--- src/rtl/r2aa_pkg.sv ---
// Shared types, constants and the arctangent table for the rotation matrix
// to axis-angle converter. No dependencies.
`timescale 1ns / 1ps

package r2aa_pkg;

  // Number of pipelined steps in each iterative unit.
  localparam int SQRT_STEPS = 32;
  localparam int PIPE_STEPS = 31;

  // Working widths of the CORDIC datapath.
  localparam int CX_W = 36;
  localparam int Z_W  = 34;

  localparam logic signed [33:0]    TRACE_MIN   = -34'sd1073741824;
  localparam logic signed [33:0]    TRACE_MAX   = 34'sd3221225472;
  localparam logic signed [33:0]    ONE_T       = 34'sd1073741824;
  localparam logic [30:0]           THRESH_RESET = 31'd10737;
  localparam logic [31:0]           ONE_Q30     = 32'd1073741824;
  localparam logic [30:0]           ONE_Q30_U   = 31'd1073741824;
  localparam logic signed [Z_W-1:0] HALF_PI_Z   = 34'sd1686629713;
  localparam logic signed [Z_W-1:0] ANGLE_MAX_Z = 34'sd3373259421;
  localparam logic [31:0]           ANGLE_MAX   = 32'd3373259421;
  localparam logic [63:0]           ONE_SQ      = 64'h4000_0000_0000_0000;

  // What the front end hands to the back end for one matrix.
  typedef struct packed {
    logic                    ident;
    logic                    zero;
    logic signed [32:0]      cosv;
    logic [2:0]              neg;
    logic [2:0][30:0]        mag;
  } r2aa_work_t;

  // atan(2^-i) in Q2.30.
  function automatic logic signed [Z_W-1:0] atan_q30(input int unsigned i);
    logic signed [Z_W-1:0] a;
    case (i)
      0:       a = 34'sd843314857;
      1:       a = 34'sd497837829;
      2:       a = 34'sd263043837;
      3:       a = 34'sd133525159;
      4:       a = 34'sd67021687;
      5:       a = 34'sd33543516;
      6:       a = 34'sd16775851;
      7:       a = 34'sd8388437;
      8:       a = 34'sd4194283;
      9:       a = 34'sd2097149;
      default: a = 34'sd1 <<< (30 - i);
    endcase
    return a;
  endfunction

endpackage

--- src/rtl/r2aa_queue.sv ---
// Short first-in first-out queue between the front end and the back end.
// Depends on r2aa_pkg.
`timescale 1ns / 1ps

module r2aa_queue #(
  parameter int DEPTH = 4
) (
  input  logic                 clk,
  input  logic                 rst,
  input  logic                 push,
  input  r2aa_pkg::r2aa_work_t push_data,
  output logic                 full,
  output logic                 valid,
  output r2aa_pkg::r2aa_work_t data,
  input  logic                 pop
);
  import r2aa_pkg::*;

  localparam int PTR_W = (DEPTH > 1) ? $clog2(DEPTH) : 1;
  localparam int CNT_W = $clog2(DEPTH + 1);

  r2aa_work_t       mem [DEPTH];
  logic [PTR_W-1:0] wr_ptr, rd_ptr;
  logic [CNT_W-1:0] count;

  assign full  = (count == CNT_W'(DEPTH));
  assign valid = (count != '0);
  assign data  = mem[rd_ptr];

  always_ff @(posedge clk) begin
    if (push) begin
      mem[wr_ptr] <= push_data;
    end
  end

  always_ff @(posedge clk) begin
    if (rst) begin
      wr_ptr <= '0;
      rd_ptr <= '0;
      count  <= '0;
    end else begin
      if (push) begin
        wr_ptr <= (wr_ptr == PTR_W'(DEPTH - 1)) ? '0 : wr_ptr + 1'b1;
      end
      if (pop) begin
        rd_ptr <= (rd_ptr == PTR_W'(DEPTH - 1)) ? '0 : rd_ptr + 1'b1;
      end
      if (push && !pop) begin
        count <= count + 1'b1;
      end else if (pop && !push) begin
        count <= count - 1'b1;
      end
    end
  end

`ifndef NO_ASSERTIONS
  a_no_overflow: assert property (@(posedge clk) disable iff (rst) !(push && full))
    else $error("queue written while full");
  a_no_underflow: assert property (@(posedge clk) disable iff (rst) !(pop && !valid))
    else $error("queue read while empty");
  a_count_hold: assert property (@(posedge clk) disable iff (rst)
    (!push && !pop) |=> $stable(count))
    else $error("queue count moved without a beat");
`endif

endmodule

--- config.mk ---
export PLATFORM = sky130hd
export DESIGN_NAME = r2aa_queue
export DESIGN_NICKNAME = d
export VERILOG_FILES = /design/src/rtl/r2aa_pkg.sv /design/src/rtl/r2aa_queue.sv
export SDC_FILE = /design/constraint.sdc
export NUM_CORES = 1
export LEC_CHECK = 0
export BUFFER_PORTS_ARGS = -buffer_cell sky130_fd_sc_hd__buf_2
export CORE_MARGIN = 8
export CORE_UTILIZATION = 61
export DETAILED_ROUTE_END_ITERATION = 10
export GPL_TIMING_DRIVEN = 0
export PLACE_DENSITY = 0.82
export SLEW_MARGIN = 10
export SYNTH_ARGS = -nofsm -noshare
export SYNTH_HDL_FRONTEND = slang
export SYNTH_SLANG_ARGS = --single-unit
--- constraint.sdc ---
create_clock -name clk -period 8.8 [get_ports clk]
set_input_delay 0.44 -clock clk [delete_from_list [all_inputs] [get_ports clk]]
set_output_delay 0.44 -clock clk [all_outputs]
set_load 0.02 [all_outputs]
Word level (Yosys, flattened, before mapping)
Memories as Yosys holds them, arrays and structs flattened. A register that Yosys moved wholly into a read port is not among the register bits.
Cells that the tools add are included.
{"block": "op_classes", "addsub": 4, "n_eq_ne": 3, "muxes": 8, "reduce_logical": 6}
{"operator": "two-way mux 2 bit", "count": 4}
{"operator": "two-way mux 3 bit", "count": 2}
{"operator": "adder 2 x 1 -> 2 bit, second input constant", "count": 2}
{"operator": "equality test 2 bit, second input constant", "count": 2}
{"operator": "adder 3 x 1 -> 3 bit, second input constant", "count": 1}
{"operator": "equality test 3 bit, second input constant", "count": 1}
{"operator": "nonzero test 3 bit", "count": 1}
{"operator": "subtractor 3 x 1 -> 3 bit, second input constant", "count": 1}
{"operator": "logical AND 1 bit", "count": 2}
{"operator": "logical NOT 1 bit", "count": 2}
{"operator": "two-way mux 1 bit", "count": 2}
{"operator": "nonzero test 2 bit", "count": 1}
{"block": "word_totals", "reg_bits": 7, "ram_bits": 524, "elab_cells": 25, "n_memories": 1}
{"memory": "mem", "words": 4, "width": 131, "read_ports": 1, "rd_ports_with_merged_regs": 1, "write_ports": 1, "line": "r2aa_queue.sv:22", "source": "r2aa_work_t mem [DEPTH];"}

Logic depth before layout (Yosys ltp)
Gate-level depths: netlist (run 1).
{"block": "logic_depth", "depth_word": 4, "ltp_mapped": 7, "mapped_depth_nobuf": 7}

Worst setup path after synthesis (run 1)
No wires, ideal clock.
{"block": "synth_timing", "path_kind": "register -> register", "from": "register wr_ptr[0]", "to": "memory mem[3][0] (netlist name) (enable)", "setup_time_ns": 0.505, "t_arrival_ns": 3.548, "setup_slack_ns": 4.747, "stages_incl_launch_ff": 3, "path_buffers": 0, "synth_period_minus_slack_ns": 4.053, "cell_sequence": "dfxtp_1 ha_1 and2_1"}
{"item": "start, declared", "line": "r2aa_queue.sv:23", "source": "logic [PTR_W-1:0] wr_ptr, rd_ptr;"}
{"item": "start signal, assigned", "line": "r2aa_queue.sv:43", "source": "wr_ptr <= (wr_ptr == PTR_W'(DEPTH - 1)) ? '0 : wr_ptr + 1'b1;"}
{"item": "end, declared", "line": "r2aa_queue.sv:22"}
No word-level cell before the write port.

==> results.md, run 1 <==
- Status: complete, no violations
- Count leader, synth: edfxtp_1
- Remaining DRCs: 0
- Avg Inst Size Synth: 26.54 sq um
- Fmax: 343.8 MHz
- Largest net degree at the start of global routing: between 50 and 60
- Mapped cell area: 19350 sq um
- CTS H-Tree Depth: 2
- Cell row count: 65
- Clock slew seen by the registers of the worst setup and hold paths: about 0.06 ns
- CP top delay family: buffers and inverters
- # fillers: 1777
- PortBufs: 267
- Fin crit period: 2.908 ns
- Gr ovfl total: 0
- Layout cell share with drive strength beyond 1: 45.99%
- Yosys warnings: 0
- Cell Chain, Critical Path: clkbuf_1 > buf_2 > buf_2 > mux4_2 > buf_2
- Slowest stage cell, crit path: mux4_2
- Synth top area share: about four fifths
- CTS tree: built
- Register area share after synthesis: between 80% and 90%
- Leak: slightly below 8 nW
- Main area contributors after synthesis: edfxtp_1 81%, mux4_2 15%, dfxtp_1 0.93%, buf_6 0.58%, ha_1 0.39%
- Setup TNS: 0 ns
- Worst-margin pin slew: 0.6089 ns
- # setup viols final: 0
- CP most frequent cell: buf_2
- Post-Synthesis Cells: 729
- Synthesis-stage register bit count: 533
- Crit path arrival time: 2.47 ns
- Synth cell types: 19
- Post-synth ARST share: 0%
- Max FO, Critical Path: 10
- Root buffer cell: clkbuf_16
- Die Y: 194.1 um
- Hold WS: 0.1017 ns
- Top FF cell, synth: edfxtp_1
- Postcts setup bufs: 0
- Maximum cell stage delay along the critical path: 0.40 ns
- Core area: 31390 sq um
- Area Overhead vs Synth: 18.82%
- Die width: 194.1 um
- Area of the multi-input gates: 3207 sq um
- Worst-Skew Late Latency: 0.55 ns
- Worst Path Buf+Inv: 4
- Die ar.: 37680 sq um
- Sink Count: between 500 and 600
- Final hold violation count: 0
- Crit share post-route: 33.05%
- Via count: 8873
- First-pass GRT wire length: 57130 um
- Syn_nets: 871
- Max-Cap Viols: 0
- Vias/cell: around 5.9
- # resized after CTS: 0
- Worst min path class: in -> reg
- RSZ-0062 raised after global routing: no
- Initial Util: between 60% and 70%
- FF/Latch Area: 15920 sq um
- I/O pin cnt: 268
- Cell taking the most area after synthesis: edfxtp_1
- First-pass detailed-route iteration total: 5
- Post-synth EDFFs: 524
- Total CTS buffers: slightly above 50
- DR iter-0 viols: 550
- Rel. slew slack: between 50% and 60%
- Worst EP required: 8.36 ns
- Max IR drop VDD: 189.8 uV
- CP Class: reg -> out
- Slew Viols, Final: 0
- Number of global-route vias before repair: 9448
- CTS Buffer Depth: 3
- Clk_skew: 0.01552 ns
- Final WL: 37980 um
- CTS Hold Buffers Added: 0
- Routed wire per std cell: 25.25 um
- CP endpoint kind: output port
- CP Launch Type: flop
- Routed Antenna Nets: 0
- Pwr dens: 238.9 nW/um^2
- Commonest cells in the netlist: 524 x edfxtp_1, 131 x mux4_2, 14 x buf_2
- Initial antenna violation count: 11
- Post-layout nets: 1201
- All-Layer GR Usage: between 10% and 20%
- Final Util: 73.24%
- Global placer's final weighted congestion: ~0.7
- HPWL Detailed: 24360 um
path summary, 6_finish.rpt:
kind	cells after the start	startpoint	endpoint	slack [ns]
max	5	flop	data[89]	5.89
max reg2reg	4	wr_ptr[0]$_SDFFE_PP0P_	mem[3][87]$_DFFE_PP_	6.82
min	1	push_data[1]	mem[2][1]$_DFFE_PP_	0.10
min reg2reg	2	rd_ptr[1]$_SDFFE_PP0P_	flop	0.56
worst reg2reg max path, delay by kind of cell (launching register included):
| kind | cells | cell delay, ns |
|---|---|---|
| fa+ha+maj | 1 | 0.19 |
| flops | 1 | 0.40 |
| simple gates | 1 | 0.48 |
| buf+inv | 2 | 0.56 |
layer usage:
| layer | track usage (%) | routed length [um] | up-vias |
|---|---|---|---|
| met3 | 6.682 | 3387 | 70 |
| met5 | 0 | 123 | - |
| met1 | 25.95 | 14930 | 4607 |
| li1 | - | - | 3818 |
| met4 | 4.300 | 641 | 20 |
| met2 | 32.51 | 18890 | 358 |
logic make-up (layout without fill, tap and decap cells):
kind of cell	count (synthesis)	count (layout)	synth area share, %
flops	533	533	82.24
compound gates	3	3	0.07757
xor+xnor	2	2	0.09054
buf+inv	34	403	1.235
other cells	0	4	0
fa+ha+maj	7	7	0.4914
mux	135	135	15.45
simple gates	15	15	0.4073
cell usage in the layout (no fill, tap or decap), drive strengths merged:
cell type | netlist | layout
edfxtp | 524 | 524
buf | 27 | 304
mux4 | 131 | 131
clkbuf | 3 | 72
clkinv | 0 | 20
dfxtp | 9 | 9
nor2 | 7 | 7
ha | 6 | 6
inv | 4 | 5
diode | 0 | 4
and2 | 4 | 4
mux2i | 4 | 4
or3 | 2 | 2
nor3b | 2 | 2
xor2 | 2 | 2
a21oi | 2 | 2
o21ai | 1 | 1
fa | 1 | 1
bufinv | 0 | 1
clkinvlp | 0 | 1
state kept, by name (all words and copies together) (netlist names), named ones only:
signal	cells
mem	524
count	3
rd_ptr	2
wr_ptr	2
per-stage QoR:
stage	setup slack, ns	power, W	instances	cell area [sq um]
finish	5.892	0.005493	1504	22990
global route	5.779	0.005662	1501	22990
CTS	5.794	0.005542	1500	22980
detailed placement	6.401	0.003553	1408	21450
global placement	2.401	0.003543	1398	21190
floorplan	4.747	0.003332	729	19350
power breakdown:
group	total [W]	internal (W)	switching, W
combinational	0.000554	0.000222	0.000332
sequential	0.00294	0.00291	0.0000282
clock	0.00200	0.00114	0.000858
total	0.00549	0.00428	0.00122
area by class of cell:
class,count,area share [%]
inverters,4,0.06530
well taps,402,2.188
clock inverters,23,0.5714
flip-flops and latches,533,69.22
clock buffers,69,6.116
diodes,4,0.04353
multi-input cells,162,13.95
plain buffers,30,0.9740
repair buffers,277,6.878
No activity file was read; power rests on OpenSTA's default activity.
==> run 2: changes to the inputs <==
--- a/config.mk
+++ b/config.mk
@@ -7,10 +7,10 @@
 export LEC_CHECK = 0
 export BUFFER_PORTS_ARGS = -buffer_cell sky130_fd_sc_hd__buf_2
 export CORE_MARGIN = 8
-export CORE_UTILIZATION = 61
+export CORE_UTILIZATION = 51
 export DETAILED_ROUTE_END_ITERATION = 10
 export GPL_TIMING_DRIVEN = 0
-export PLACE_DENSITY = 0.82
+export PLACE_DENSITY = 0.73
 export SLEW_MARGIN = 10
 export SYNTH_ARGS = -nofsm -noshare
 export SYNTH_HDL_FRONTEND = slang
==> constraint.sdc (replaced) <==
create_clock -name clk -period 2.6 [get_ports clk]
set_input_delay 0.13 -clock clk [delete_from_list [all_inputs] [get_ports clk]]
set_output_delay 0.13 -clock clk [all_outputs]
set_load 0.02 [all_outputs]
==> run 2 against run 1 <==
Die area grew 18%. Clock power grew to 3.5 times the previous value. Global-route usage shrank 1.7 points. Clock skew shrank 0.0038 ns. Clock-buffer cell count shrank 6. First-iteration DRC count shrank 13%. Final area grew 6.9%. Sequential cell count is the same. Total power grew to 3.5 times the previous value. Worst setup slack lost 5.7 ns. Combinational power grew to 3.7 times the previous value. Highest routed layer unchanged.
==> results.md, run 2 (synthesis gave the netlist of run 1 again) <==
- Status: complete, no violations
- Vias/cell: 5.267
- CP Class: reg -> out
- Core area: 37490 sq um
- Worst-margin pin slew: 0.7089 ns
- Fmax: 411.6 MHz
- Initial antenna violation count: 3
- DR WL met3: 3219 um
- CP endpoint kind: output port
- Inst Count DP: 1518
- Number of global-route vias before repair: 10.14k
- Pwr dens: around 780 nW/um^2
- I/O pin cnt: around 270
- Setup TNS: 0 ns
- Placement Setup Slack: 0.3309 ns
- Postcts setup bufs: 0
- Post-layout nets: around 1.3k
- Design area: 24580 sq um
- Largest net degree at the start of global routing: 51
- Largest register FFs: 524
- Die width: approximately 210 um
- Fin crit period: 2.430 ns
- Sw Share: 22.20%
- CP top delay family: buffers and inverters
- Cell Chain, Critical Path: clkbuf_1 > buf_4 > buf_2 > mux4_2 > buf_2
- Via count: 9212
- Total CTS buffers: 51
- Slew Viols, Final: 0
- Final hold violation count: 0
- RSZ-0062 raised after global routing: no
- Fin cells: 1749
- Met1 wire length: between 15000 and 20000 um
- CP Launch Type: flop
- Max-Cap Viols: 0
- First-pass detailed-route iteration total: 5
- Max IR drop VDD: slightly below 600 uV
- All-Layer GR Usage: 18.20%
- First-pass GRT wire length: 61130 um
- Area Overhead vs Synth: 27.04%
- Cell row count: around 70
- Placed Area: 21590 sq um
- # setup viols final: 0
- Max FO, Critical Path: 10
- Worst-Skew Late Latency: 0.57 ns
- Rel. slew slack: 52.74%
- Sink Count: 533
- CTS H-Tree Depth: 2
- DR iter-0 viols: 476
- Remaining DRCs: 0
- Power share of the sequential group: between 50% and 60%
- Commonest non-fill, non-tap cell in the layout: edfxtp_1
- Clock slew seen by the registers of the worst setup and hold paths: 0.06 ns
- Clk pwr share: 37.1%
- Crit path arrival time: 2.30 ns
- Register with the most flip-flops: mem
- Crit share post-route: 93.45%
- CTS tree: built
- Largest registers: mem (524), count (3)
- Switching power: 0.004236 W
- Clk_skew: 0.01168 ns
- Setup ws final: 0.1702 ns
- Initial Util: about half
- Gr ovfl total: 0
- Worst min path class: in -> reg
- Worst Path Buf+Inv: 4
- Leak: about 8.4 nW
- Worst EP required: 2.47 ns
- Routed Antenna Nets: 0
- Logic pwr share: a little over a tenth
- Root buffer cell: clkbuf_16
- Most frequent cells in the layout: 524 x edfxtp_1, 272 x buf_2, 135 x dlygate4sd3_1
- CP most frequent cell: buf_2
- Uppermost layer routed: met5
- Layout cell share with drive strength beyond 1: about two fifths
- Routed wire per std cell: 23.14 um
- Met2 routed WL: between 20000 and 25000 um
- Slowest stage cell, crit path: mux4_2
- Die ar.: 44430 sq um
- CTS Buffer Depth: 3
- Maximum cell stage delay along the critical path: 0.36 ns
- Total internal power: between 0.01 and 0.015 W
- Final Util: 65.58%
- Global placer's final weighted congestion: 0.7081
- Final WL: 40480 um
- HPWL Detailed: 24390 um
- PortBufs: 267
- Die Y: 210.8 um
-- run 2: changes by cell type in the layout (fill, tap and decap cells not counted), sizes merged --
cell and change:
clkinv +3, bufinv +3, clkinvlp +1, diode -1, buf -6, clkbuf +1, dlygate4sd3 +135
-- run 2: area by class of cell --
cell class / instances / area [sq um]
clock inverters: 30 / 242.7
plain buffers: 30 / 247.7
clock buffers: 63 / 1364
repair buffers: 413 / 2945
flip-flops and latches: 533 / 15920
diodes: 3 / 7.507
well taps: 511 / 639.4
fillers: 2436 / 12900
multi-input cells: 162 / 3207
inverters: 4 / 15.01
-- run 2: path summary, 6_finish.rpt --
check / slack [ns] / endpoint / cells past startpoint / start
worst max-delay path: 0.17 / data[64] / 5 / flop
worst min-delay path: 0.31 / mem[0][120]$_DFFE_PP_ / 2 / push_data[120]
worst max register to register: 0.38 / mem[3][23]$_DFFE_PP_ / 4 / wr_ptr[0]$_SDFFE_PP0P_
worst min register to register: 0.52 / count[2]$_SDFFE_PP0P_ / 2 / count[2]$_SDFFE_PP0P_
-- run 2: what timing repair did --
action	in CTS	in global routing
resized for setup	2	9
setup endpoints to repair	90	38
hold endpoints to repair	533	0
hold buffers	135	0
cloned	0	0
-- run 2: power groups by stage --
stage | logic [W] | clock network (W) | registers [W]
after floorplan | 0.00115 | 0 | 0.0101
after global placement | 0.00183 | 0 | 0.0101
after detailed placement | 0.00192 | 0 | 0.0101
after CTS | 0.00209 | 0.00723 | 0.00994
after global routing | 0.00221 | 0.00754 | 0.00996
final | 0.00207 | 0.00708 | 0.00994
-- run 2: per-layer routing --
metal  up-vias  global-route usage [%]
met5         -                       0
met4         2                   4.706
met3        65                   5.935
met2       295                   30.38
met1      4749                   22.95
li1       4101                       -
-- run 2: metrics by stage --
step	hold WS, ns	power, W
3_3_place_gp	0.3422	0.01196
6_report	0.3113	0.01908
5_1_grt	0.2788	0.01972
2_1_floorplan	0.1991	0.01125
4_1_cts	0.2616	0.01926
3_5_place_dp	0.3473	0.01203
