<file path="config.mk">
export PLATFORM = sky130hd
export DESIGN_NAME = r2aa_front_flat
export DESIGN_NICKNAME = d
export VERILOG_FILES = /design/src/rtl/r2aa_pkg.sv /design/src/rtl/r2aa_in_if.sv /design/src/rtl/r2aa_front.sv /design/src/flat_wrapper.sv
export SDC_FILE = /design/constraint.sdc
export NUM_CORES = 2
export LEC_CHECK = 0
export BUFFER_PORTS_ARGS = -buffer_cell sky130_fd_sc_hd__buf_2
export CAP_MARGIN = 5
export CORE_ASPECT_RATIO = 0.5
export CORE_UTILIZATION = 31
export DETAILED_ROUTE_END_ITERATION = 6
export SYNTH_ARGS = -nofsm -noshare
export SYNTH_HDL_FRONTEND = slang
export SYNTH_SLANG_ARGS = --single-unit
</file>
<file path="constraint.sdc">
create_clock -name clk -period 15.7 [get_ports clk]
set_input_delay 0.785 -clock clk [delete_from_list [all_inputs] [get_ports clk]]
set_output_delay 0.785 -clock clk [all_outputs]
set_load 0.1 [all_outputs]
</file>
<file path="src/rtl/r2aa_pkg.sv">
// Shared types, constants and the arctangent table for the rotation matrix
// to axis-angle converter. No dependencies.
`timescale 1ns / 1ps

package r2aa_pkg;

  // Number of pipelined steps in each iterative unit.
  localparam int SQRT_STEPS = 32;
  localparam int PIPE_STEPS = 31;

  // Working widths of the CORDIC datapath.
  localparam int CX_W = 36;
  localparam int Z_W  = 34;

  localparam logic signed [33:0]    TRACE_MIN   = -34'sd1073741824;
  localparam logic signed [33:0]    TRACE_MAX   = 34'sd3221225472;
  localparam logic signed [33:0]    ONE_T       = 34'sd1073741824;
  localparam logic [30:0]           THRESH_RESET = 31'd10737;
  localparam logic [31:0]           ONE_Q30     = 32'd1073741824;
  localparam logic [30:0]           ONE_Q30_U   = 31'd1073741824;
  localparam logic signed [Z_W-1:0] HALF_PI_Z   = 34'sd1686629713;
  localparam logic signed [Z_W-1:0] ANGLE_MAX_Z = 34'sd3373259421;
  localparam logic [31:0]           ANGLE_MAX   = 32'd3373259421;
  localparam logic [63:0]           ONE_SQ      = 64'h4000_0000_0000_0000;

  // What the front end hands to the back end for one matrix.
  typedef struct packed {
    logic                    ident;
    logic                    zero;
    logic signed [32:0]      cosv;
    logic [2:0]              neg;
    logic [2:0][30:0]        mag;
  } r2aa_work_t;

  // atan(2^-i) in Q2.30.
  function automatic logic signed [Z_W-1:0] atan_q30(input int unsigned i);
    logic signed [Z_W-1:0] a;
    case (i)
      0:       a = 34'sd843314857;
      1:       a = 34'sd497837829;
      2:       a = 34'sd263043837;
      3:       a = 34'sd133525159;
      4:       a = 34'sd67021687;
      5:       a = 34'sd33543516;
      6:       a = 34'sd16775851;
      7:       a = 34'sd8388437;
      8:       a = 34'sd4194283;
      9:       a = 34'sd2097149;
      default: a = 34'sd1 <<< (30 - i);
    endcase
    return a;
  endfunction

endpackage

</file>
<file path="src/rtl/r2aa_in_if.sv">
// Input channel of the converter: one matrix per beat.
// Depends on nothing.
`timescale 1ns / 1ps

interface r2aa_in_if;
  logic               valid;
  logic               ready;
  logic signed [31:0] m00, m01, m02, m10, m11, m12, m20, m21, m22;

  modport source (output valid, m00, m01, m02, m10, m11, m12, m20, m21, m22,
                  input ready);
  modport sink (input valid, m00, m01, m02, m10, m11, m12, m20, m21, m22,
                output ready);
endinterface

</file>
<file path="src/rtl/r2aa_front.sv">
// Front end: accepts matrices, clamps the trace, flags the identity case and
// normalises the skew difference vector. Depends on r2aa_pkg and r2aa_in_if.
`timescale 1ns / 1ps

module r2aa_front (
  input  logic                 clk,
  input  logic                 rst,
  input  logic                 cfg_we,
  input  logic [30:0]          cfg_wdata,
  r2aa_in_if.sink              in_ch,
  input  logic                 full,
  output logic                 push,
  output r2aa_pkg::r2aa_work_t push_data
);
  import r2aa_pkg::*;

  logic [30:0] threshold;

  logic               f1_valid;
  logic               f1_ident;
  logic signed [32:0] f1_cos;
  logic signed [32:0] f1_v [3];

  logic       f2_valid;
  r2aa_work_t f2_w;

  logic adv1, adv2;

  logic signed [33:0] trace, trace_cl, trace_gap;
  logic signed [32:0] v_c [3];
  logic [32:0]        mag33 [3];
  logic [32:0]        mx;
  logic [32:0]        tmp;
  logic [5:0]         msb;
  r2aa_work_t         w_c;

  assign adv2         = !f2_valid || !full;
  assign adv1         = !f1_valid || adv2;
  assign in_ch.ready  = adv1;
  assign push         = f2_valid && !full;
  assign push_data    = f2_w;

  always_ff @(posedge clk) begin
    if (rst) begin
      threshold <= THRESH_RESET;
    end else if (cfg_we) begin
      threshold <= cfg_wdata;
    end
  end

  always_comb begin
    trace = 34'(in_ch.m00) + 34'(in_ch.m11) + 34'(in_ch.m22);
    if (trace < TRACE_MIN) begin
      trace_cl = TRACE_MIN;
    end else if (trace > TRACE_MAX) begin
      trace_cl = TRACE_MAX;
    end else begin
      trace_cl = trace;
    end
    trace_gap = TRACE_MAX - trace_cl;
    v_c[0] = 33'(in_ch.m21) - 33'(in_ch.m12);
    v_c[1] = 33'(in_ch.m02) - 33'(in_ch.m20);
    v_c[2] = 33'(in_ch.m10) - 33'(in_ch.m01);
  end

  always_ff @(posedge clk) begin
    if (rst) begin
      f1_valid <= 1'b0;
    end else if (adv1) begin
      f1_valid <= in_ch.valid;
    end
  end

  always_ff @(posedge clk) begin
    if (adv1) begin
      f1_ident <= trace_gap < $signed({3'b000, threshold});
      f1_cos   <= 33'(trace_cl - ONE_T);
      for (int k = 0; k < 3; k++) begin
        f1_v[k] <= v_c[k];
      end
    end
  end

  // Scale all three magnitudes together so that the largest lies in [2^30, 2^31).
  always_comb begin
    mx  = '0;
    msb = '0;
    tmp = '0;
    for (int k = 0; k < 3; k++) begin
      mag33[k] = f1_v[k][32] ? 33'(-f1_v[k]) : 33'(f1_v[k]);
      if (mag33[k] > mx) begin
        mx = mag33[k];
      end
    end
    for (int b = 0; b < 33; b++) begin
      if (mx[b]) begin
        msb = 6'(b);
      end
    end
    w_c.ident = f1_ident;
    w_c.zero  = (mx == '0);
    w_c.cosv  = f1_cos;
    for (int k = 0; k < 3; k++) begin
      w_c.neg[k] = f1_v[k][32];
      if (msb > 6'd30) begin
        tmp = mag33[k] >> (msb - 6'd30);
      end else begin
        tmp = mag33[k] << (6'd30 - msb);
      end
      w_c.mag[k] = tmp[30:0];
    end
  end

  always_ff @(posedge clk) begin
    if (rst) begin
      f2_valid <= 1'b0;
    end else if (adv2) begin
      f2_valid <= f1_valid;
    end
  end

  always_ff @(posedge clk) begin
    if (adv2) begin
      f2_w <= w_c;
    end
  end

endmodule

</file>
<file path="src/flat_wrapper.sv">
// flat-port wrapper written by rule: the top's interface ports become plain ports
module r2aa_front_flat import r2aa_pkg::*;
  (clk, rst, cfg_we, cfg_wdata, full, push, push_data, in_ch_valid, in_ch_m00, in_ch_m01, in_ch_m02, in_ch_m10, in_ch_m11, in_ch_m12, in_ch_m20, in_ch_m21, in_ch_m22, in_ch_ready);
  r2aa_in_if in_ch_i ();
  input  logic clk;
  input  logic rst;
  input  logic cfg_we;
  input  logic [30:0] cfg_wdata;
  input  logic full;
  output logic push;
  output r2aa_pkg::r2aa_work_t push_data;
  input wire logic [$bits(in_ch_i.valid)-1:0] in_ch_valid;
  input wire logic [$bits(in_ch_i.m00)-1:0] in_ch_m00;
  input wire logic [$bits(in_ch_i.m01)-1:0] in_ch_m01;
  input wire logic [$bits(in_ch_i.m02)-1:0] in_ch_m02;
  input wire logic [$bits(in_ch_i.m10)-1:0] in_ch_m10;
  input wire logic [$bits(in_ch_i.m11)-1:0] in_ch_m11;
  input wire logic [$bits(in_ch_i.m12)-1:0] in_ch_m12;
  input wire logic [$bits(in_ch_i.m20)-1:0] in_ch_m20;
  input wire logic [$bits(in_ch_i.m21)-1:0] in_ch_m21;
  input wire logic [$bits(in_ch_i.m22)-1:0] in_ch_m22;
  output wire logic [$bits(in_ch_i.ready)-1:0] in_ch_ready;
  assign in_ch_i.valid = in_ch_valid;
  assign in_ch_i.m00 = in_ch_m00;
  assign in_ch_i.m01 = in_ch_m01;
  assign in_ch_i.m02 = in_ch_m02;
  assign in_ch_i.m10 = in_ch_m10;
  assign in_ch_i.m11 = in_ch_m11;
  assign in_ch_i.m12 = in_ch_m12;
  assign in_ch_i.m20 = in_ch_m20;
  assign in_ch_i.m21 = in_ch_m21;
  assign in_ch_i.m22 = in_ch_m22;
  assign in_ch_ready = in_ch_i.ready;
  r2aa_front u_core (.clk(clk), .rst(rst), .cfg_we(cfg_we), .cfg_wdata(cfg_wdata), .in_ch(in_ch_i), .full(full), .push(push), .push_data(push_data));
endmodule
</file>
=== Word level (Yosys, flattened, before mapping) ===
Memory sizes are Yosys's and may differ from the RTL's.
Index checks and enable logic that the tools add are counted.
W data, S select, Z words.

* Register bits: 198
* Memory bits (writable): 99
* Memories kept: 1

{| class="wikitable"
|+ Memory list
! name !! words !! width !! rd ports !! clocked after Yosys merged registers in !! wr ports !! line !! text
|-
| u_core.f1_v || 3 || 33 || 3 || 0 || 3 || r2aa_front.sv:22 || <nowiki>logic signed [32:0] f1_v [3];</nowiki>
|}

* Add/sub/neg operators: 12
* Order comparisons: 7
* Shift-type cells: 6
* Muxes and demuxes: 45
* Reductions and logical operators: 7

{| class="wikitable"
|+ Operator list
! kind !! number
|-
| $mux W33 || 6
|-
| $neg A33 Y33 || 3
|-
| $shl A33 B6 Y31 || 3
|-
| $shr A33 B6 Y31 || 3
|-
| $sub A32 B32 Y33 || 3
|-
| $mux W31 || 3
|-
| $mux W5 || 16
|-
| $mux W34 || 2
|-
| $gt A33 B33 Y1 || 2
|-
| $add A33 B32 Y34 || 1
|-
| $gt A34 B33 Y1 const B || 1
|-
| $lt A34 B31 Y1 const B || 1
|-
| $lt A34 B32 Y1 || 1
|-
| $sub A33 B34 Y34 const A || 1
|-
| $add A32 B32 Y33 || 1
|-
| $gt A33 B1 Y1 const B || 1
|-
| $logic_not A33 Y1 || 1
|-
| $sub A33 B32 Y33 const B || 1
|-
| $mux W4 || 8
|-
| $mux W3 || 4
|-
| $gt A6 B5 Y1 const B || 1
|-
| $mux W6 || 1
|-
| $sub A5 B6 Y6 const A || 1
|-
| $sub A6 B5 Y6 const B || 1
|-
| 5 further kinds || 11
|}

=== Depth between registers and ports, before layout ===
Gate-level depths: netlist of the first run.
An unclocked memory read counts as a cell.

* Word-level depth: 44
* Gate-level depth with buffers: 56
* Mapped depth without buffers: 43

=== Worst setup path after synthesis of the first run ===
Ideal clock, no wire load.

* Path kind: register to register
* Start: mem u_core.f1_v[1][0], in the netlist u_core.f1_v[0][33]
* End: reg u_core.f2_w (netlist bit u_core.push_data[26]) (data pin)
* Library setup time: 0.272 ns
* Data arrival time: 11.529 ns
* Required time: 15.428 ns
* Slack: 3.899 ns
* Cell stages (with the launch flop): 52
* Buffers on the path: 13
* Path through: edfxtp_1 inv_1 ha_1 or3b_2 or3_1 clkbuf_1 or4_1 nand2_1 xor2_1 inv_1 ha_1 and3_1 a221o_1 a2111oi_0 nor2_1 a21o_1 clkbuf_1 nand2_1 (+16 left out) nand2b_1 buf_2 inv_1 buf_2 buf_2 buf_2 buf_2 ha_1 inv_1 a211oi_1 a21boi_0 nor3b_2 or3_1 clkbuf_1 nor2_1 nand2_1 nor2_1 or4_1

{| class="wikitable"
|+ RTL lines
! what !! line !! text
|-
| start: declaration || r2aa_front.sv:22 ||
|-
| end signal: assignment || r2aa_front.sv:124 || <nowiki>f2_w <= w_c;</nowiki>
|-
| end: declaration || r2aa_front.sv:25 || <nowiki>r2aa_work_t f2_w;</nowiki>
|}

==> summary.txt, run 1 <==
Status
  • Status: complete, but fails checks
  • Failing checks: design-rule violations, max-capacitance violations, max-slew violations

CTS
  • Cts bufs inserted: 34
  • Max clock buf depth: 3
  • Clock Sinks: 297
  • CTS Hold Bufs: 0
  • CTS H-Tree Depth: 2
  • Setup bufs post-CTS: 0
  • Worst skew pair latency: 0.59 ns
  • CTS tree: yes
  • Cts repair resizes: 0
  • Clock transition at path regs: 0.06 ns
  • CTS root buf: clkbuf_16

Yosys
  • Syn_nets: 4715
  • Warnings, synthesis: 0
  • Predominant post-synthesis flop cell: edfxtp_1
  • #FFs+latches synth: 297
  • Seq/Total Area, Yosys: 24.9%
  • Number of enable flip-flop cells after synthesis: 264
  • Post-Synthesis Cells: 4122
  • Post-synth cell types: 107
  • Mapped cell area: 34500 um^2
  • Avg Inst Size Synth: 8.37 um^2
  • Async SR Flop Fraction: 0%

Route
  • Via count: 36400
  • Vias/cell: 6.01
  • # DRC: 3
  • Initial drt markers: 4419
  • Total Wirelength: 173 mm
  • TritonRoute pass-1 iters: 7
  • DRT antenna net count: 0
  • Wire per inst: 28.5 um

Global routing
  • Gr ovfl total: 0
  • Largest net degree at the start of global routing: 127
  • Vias in the first global route: 34300
  • GRT Total Usage: 29.5%
  • First-pass GRT wire length: 243 mm
  • Antenna violations before repair: 18

Setup path
  • Crit path arrival time: 15.27 ns
  • Reg2reg start: u_core.f1_v[0][0]
  • Worst path max stage delay: 1.25 ns
  • Reg2reg setup slack: 0.72 ns
  • Data required, critical path: 15.99 ns
  • Worst Setup SP: u_core.f1_v[0][0]
  • Crit-path max FO: 51
  • Worst path slowest cell: a2111oi_0
  • Endpoint class of the critical path: flop
  • CP startpoint kind: flop
  • Setup CP Type: reg2reg
  • Worst reg2reg path depth: 41

Final layout
  • Most common cell after layout, fill and taps aside: buf_2
  • Nets: 5129
  • Fraction of layout cells with a size suffix above 1: 18.8%
  • P&R area growth vs syn: 16.2%
  • Most frequent cells in the layout: buf_2 (456), nand2_1 (341), nor2_1 (341)

Timing
  • Final Skew: 0.0300 ns
  • Final Max Slew Viols: 1
  • Final period utilization: 95.4%
  • Fmax achieved: 0.0667 GHz
  • Tmin final: 14.98 ns
  • Final Hold Vio Count: 0
  • Worst-margin pin slew: 1.46 ns
  • Final setup fails: 0
  • Worst rel slew slack: -0.121%
  • Setup tns final: 0 ns
  • Unrepaired setup endpoints after global routing: no

Floorplan
  • Die Height: 238 um
  • I/O pin count: 457
  • Core footprint: 110000 um^2
  • Starting Density: 31.3%
  • Horiz. Die Dim: 474 um
  • Die area: 113000 um^2
  • Row Count: 86

Placement
  • HPWL Detailed: 137 mm
  • Buffers on Ports: 456
  • Routability cong.: 1.05

Worst hold path
  • Worst hold path depth: 0
  • Hold Crit Class: reg2reg
  • Min-delay src: u_core.f1_cos[2]

Run
  • Max-cap viol count: 1
per-stage QoR:
stage / cells / hold slack [ns] / util, % / setup WS (ns) / cell area (um^2)
finish: 6061 / 0.411 / 36.4 / 0.716 / 40100
global route: 6057 / 0.426 / 36.4 / 0.243 / 40100
CTS: 6056 / 0.398 / 36.4 / 1.26 / 40100
detailed placement: 5995 / 0.405 / 35.4 / 1.31 / 39000
global placement: 5995 / 0.403 / 35.4 / 1.48 / 39000
floorplan: 4122 / 0.400 / - / 3.90 / 34500
cells in the mapped netlist (all sizes together), types with 32 or more instances:
| library cell | n | area (um^2) |
|---|---|---|
| fa | 36 | 721 |
| a21oi | 217 | 1090 |
| a21o | 44 | 330 |
| inv | 279 | 1050 |
| o21ai | 278 | 1400 |
| nor2 | 343 | 1290 |
| o22ai | 34 | 213 |
| a211oi | 55 | 423 |
| nand2b | 38 | 238 |
| xnor2 | 132 | 1170 |
| mux2i | 293 | 2960 |
| or3 | 39 | 249 |
| nand4 | 36 | 225 |
| a31oi | 34 | 213 |
| edfxtp | 264 | 7930 |
| clkbuf | 153 | 574 |
| xor2 | 77 | 697 |
| nor3 | 125 | 637 |
| o41ai | 32 | 310 |
| ha | 233 | 2920 |
| o31ai | 44 | 344 |
| nor2b | 54 | 338 |
| o211ai | 93 | 703 |
| dfxtp | 33 | 661 |
| buf | 93 | 557 |
| nand2 | 343 | 1290 |
| mux2 | 72 | 822 |
| nor4 | 41 | 287 |
| nand3 | 137 | 686 |
critical path: cells and delay by family, from the launching register on:
kind | cells | cell delay (ns)
simple gates | 13 | 4.33
buf+inv | 7 | 2.03
xor+xnor | 2 | 0.95
flops | 1 | 0.45
fa+ha+maj | 4 | 1.36
compound gates | 15 | 5.46
area by class of cell:
type	count	area (um^2)
flip-flops and latches	297	8590
diodes	4	10.0
fillers	11500	70100
multi-input cells	3296	23900
repair buffers	624	3620
well taps	1496	1870
clock buffers	43	906
inverters	283	1070
clock inverters	18	175
path summary, 6_finish.rpt:
path	to
max reg2reg	u_core.push_data[44]
min reg2reg	u_core.push_data[98]
max	u_core.push_data[44]
min	u_core.push_data[98]
metal layers:
| metal | up-vias | share of wire [%] | global-route usage (%) | routed length [um] |
|---|---|---|---|---|
| li1 | 16200 | - | - | - |
| met1 | 17900 | 44 | 40.3 | 75300 |
| met2 | 1960 | 42 | 44.4 | 73000 |
| met3 | 342 | 10 | 7.68 | 17400 |
| met4 | 8 | 4.1 | 10.7 | 7140 |
| met5 | - | 0.028 | 0 | 49 |
registers in the layout, summed over array words and instances (netlist names):
name / cells
u_core.f1_cos: 33
u_core.threshold: 31
u_core.f1_ident: 1
u_core.push_data: 131
u_core.f2_valid: 1
u_core.f1_valid: 1
u_core.f1_v: 99
cell families after synthesis:
logic type,count (synthesis),synth area share (%)
AO/OA/AOI/OAI,1146,22.5
flip-flops,297,24.9
adder cells (fa/ha/maj),269,10.5
AND/OR/NAND/NOR,1285,17.9
buffers and inverters,529,6.38
multiplexers,387,12.4
XOR/XNOR,209,5.41
Power of run 1 is left out: the tool's default activity adds up to more than one toggle a clock period on the data nets, which glitch-free logic cannot reach.
==> run 2: changes to the inputs <==
==> constraint.sdc (replaced) <==
create_clock -name clk -period 19.3 [get_ports clk]
set_input_delay 0.965 -clock clk [delete_from_list [all_inputs] [get_ports clk]]
set_output_delay 0.965 -clock clk [all_outputs]
set_load 0.1 [all_outputs]
==> run 2 against run 1 <==
The run now ends clean. First-iteration DRC count shrank 2.6%. Non-clock buffer count shrank 56. Design area shrank 1.0%. Worst hold slack gained 0.0087 ns. Setup slack gained 3.0 ns. Sequential cell count is the same. Count of clock-buffer cells in the layout shrank 1. Core utilization shrank 0.37 points. Die area is the same. Cell count shrank 0.91%. Sequential share of layout area grew 0.22 points. Critical endpoint is now u_core.push_data[25].
==> summary.txt, run 2 (synthesized netlist as in run 1, its figures left out) <==
Status
  • Status: finished clean

Timing
  • Worst-margin pin slew: 1.43 ns (-0.0346 ns)
  • Final setup fails: 0 (unchanged)
  • Worst rel slew slack: 4.39% (+4.5 points)
  • Final setup margin: 3.77 ns (+3.05 ns)
  • Setup tns final: 0 ns (unchanged)
  • Final Skew: 0.0243 ns (-0.00566 ns)
  • Final Hold Vio Count: 0 (unchanged)
  • Smallest hold slack: 0.419 ns (+0.00873 ns)
  • Final period utilization: 80.5% (-15 points)
  • Fmax achieved: 0.0644 GHz (-3.5%)
  • Unrepaired setup endpoints after global routing: no
  • Tmin final: 15.53 ns (+0.551 ns)
  • Final Max Slew Viols: 0 (-1)

Floorplan
  • Row Count: 86 (unchanged)
  • Die area: 113000 um^2 (unchanged)
  • I/O pin count: 457 (unchanged)
  • Horiz. Die Dim: 474 um (unchanged)
  • Starting Density: 31.3% (unchanged)
  • Core footprint: 110000 um^2 (unchanged)
  • Die Height: 238 um (unchanged)

CTS
  • CTS root buf: clkbuf_16
  • Clock transition at path regs: 0.07 ns (about the same)
  • CTS Hold Bufs: 0 (unchanged)
  • Setup bufs post-CTS: 0 (unchanged)
  • Cts bufs inserted: 34 (unchanged)
  • Worst skew pair latency: 0.60 ns (about the same)
  • Clock Sinks: 297 (unchanged)
  • Max clock buf depth: 3 (unchanged)
  • CTS H-Tree Depth: 2 (unchanged)
  • CTS tree: yes
  • Cts repair resizes: 0 (unchanged)

Placement
  • HPWL Detailed: 138 mm (+0.52%)
  • Routability cong.: 0.995 (-5.3%)
  • Buffers on Ports: 456 (unchanged)
  • Pre-CTS setup slack: 4.35 ns (+3.05 ns)

Setup path
  • Most frequent CP cell: ha_1
  • Data required, critical path: 19.75 ns (+3.76 ns)
  • Reg2reg start: u_core.f1_v[0][0]
  • Crit-path max FO: 47 (-7.8%)
  • Endpoint class of the critical path: flop
  • Worst path max stage delay: 1.00 ns (-0.25 ns)
  • CP startpoint kind: flop
  • Setup CP Type: reg2reg
  • Crit path arrival time: 15.98 ns (+0.71 ns)
  • Worst path slowest cell: nor3_1
  • Worst Setup SP: u_core.f1_v[0][0]

Final layout
  • Flip-flop count of the largest register after layout: 131 (unchanged)
  • Final Core Density: 36.0% (-0.37 points)
  • Most common cell after layout, fill and taps aside: buf_2
  • Nets: 5073 (-1.1%)
  • Most frequent cells in the layout: buf_2 (456), nand2_1 (341), nor2_1 (341)
  • P&R area growth vs syn: 15.1%
  • Fraction of layout cells with a size suffix above 1: 17.9% (-0.92 points)

Worst hold path
  • Min-delay src: u_core.f1_cos[9]
  • Hold Crit Class: reg2reg

Route
  • TritonRoute pass-1 iters: 7 (unchanged)
  • Total Wirelength: 175 mm (+1.0%)
  • Wire per inst: 29.1 um (+1.9%)
  • Vias/cell: 6.05 (+0.65%)
  • Initial drt markers: 4306 (-2.6%)
  • DRT antenna net count: 0 (unchanged)
  • # DRC: 0 (-3)
  • Via count: 36300 (-0.26%)

Global routing
  • M3 GR Usage: 8.21% (+0.53 points)
  • Antenna violations before repair: 15 (-3)
  • Gr ovfl total: 0 (unchanged)
  • Met2 Use GR: 43.7% (-0.68 points)
  • GRT Total Usage: 29.8% (+0.27 points)
  • Gr busiest metal: met2
  • GR Util met1: 41.9% (+1.6 points)
  • First-pass GRT wire length: 244 mm (+0.17%)
  • Largest net degree at the start of global routing: 127 (unchanged)
  • Vias in the first global route: 33500 (-2.3%)

Run
  • Max-cap viol count: 0 (-1)
[run 2: per-stage QoR]
| step | area, um^2 | instances |
|---|---|---|
| finish | 39700 | 6006 |
| global route | 39700 | 6001 |
| CTS | 39700 | 6001 |
| detailed placement | 38500 | 5940 |
| global placement | 38500 | 5940 |
| floorplan | 34500 | 4122 |
[run 2: worst paths after layout]
| kind | endpoint | slack [ns] | cells after the start |
|---|---|---|---|
| hold reg to reg | u_core.push_data[105] | 0.42 | 0 |
| setup reg to reg | u_core.push_data[25] | 3.77 | 39 |
| hold / removal | u_core.push_data[105] | 0.42 | 0 |
| setup / recovery | u_core.push_data[25] | 3.77 | 39 |
[run 2: worst max-delay path: cells and delay by family (launching register included)]
kind | cells | cell delay [ns]
buffers and inverters | 6 | 1.96
XOR/XNOR | 1 | 0.72
flip-flops | 1 | 0.47
AND/OR/NAND/NOR | 16 | 6.06
adder cells (fa/ha/maj) | 4 | 1.66
AO/OA/AOI/OAI | 12 | 4.49
[run 2: layout make-up]
class,instances,area (um^2)
tap,1496,1870
clock inverter,19,206
multi-input combinational,3296,23900
fill,11400,70500
antenna,5,12.5
sequential,297,8590
clock buffer,42,932
timing repair buffer,568,3140
inverter,283,1070
[run 2: layer usage]
layer / routed length [um] / share of wire (%)
met1: 77600 / 44
met2: 72700 / 42
met3: 18900 / 11
met4: 5440 / 3.1
met5: 68 / 0.039
Power of run 2 is left out for the same reason.
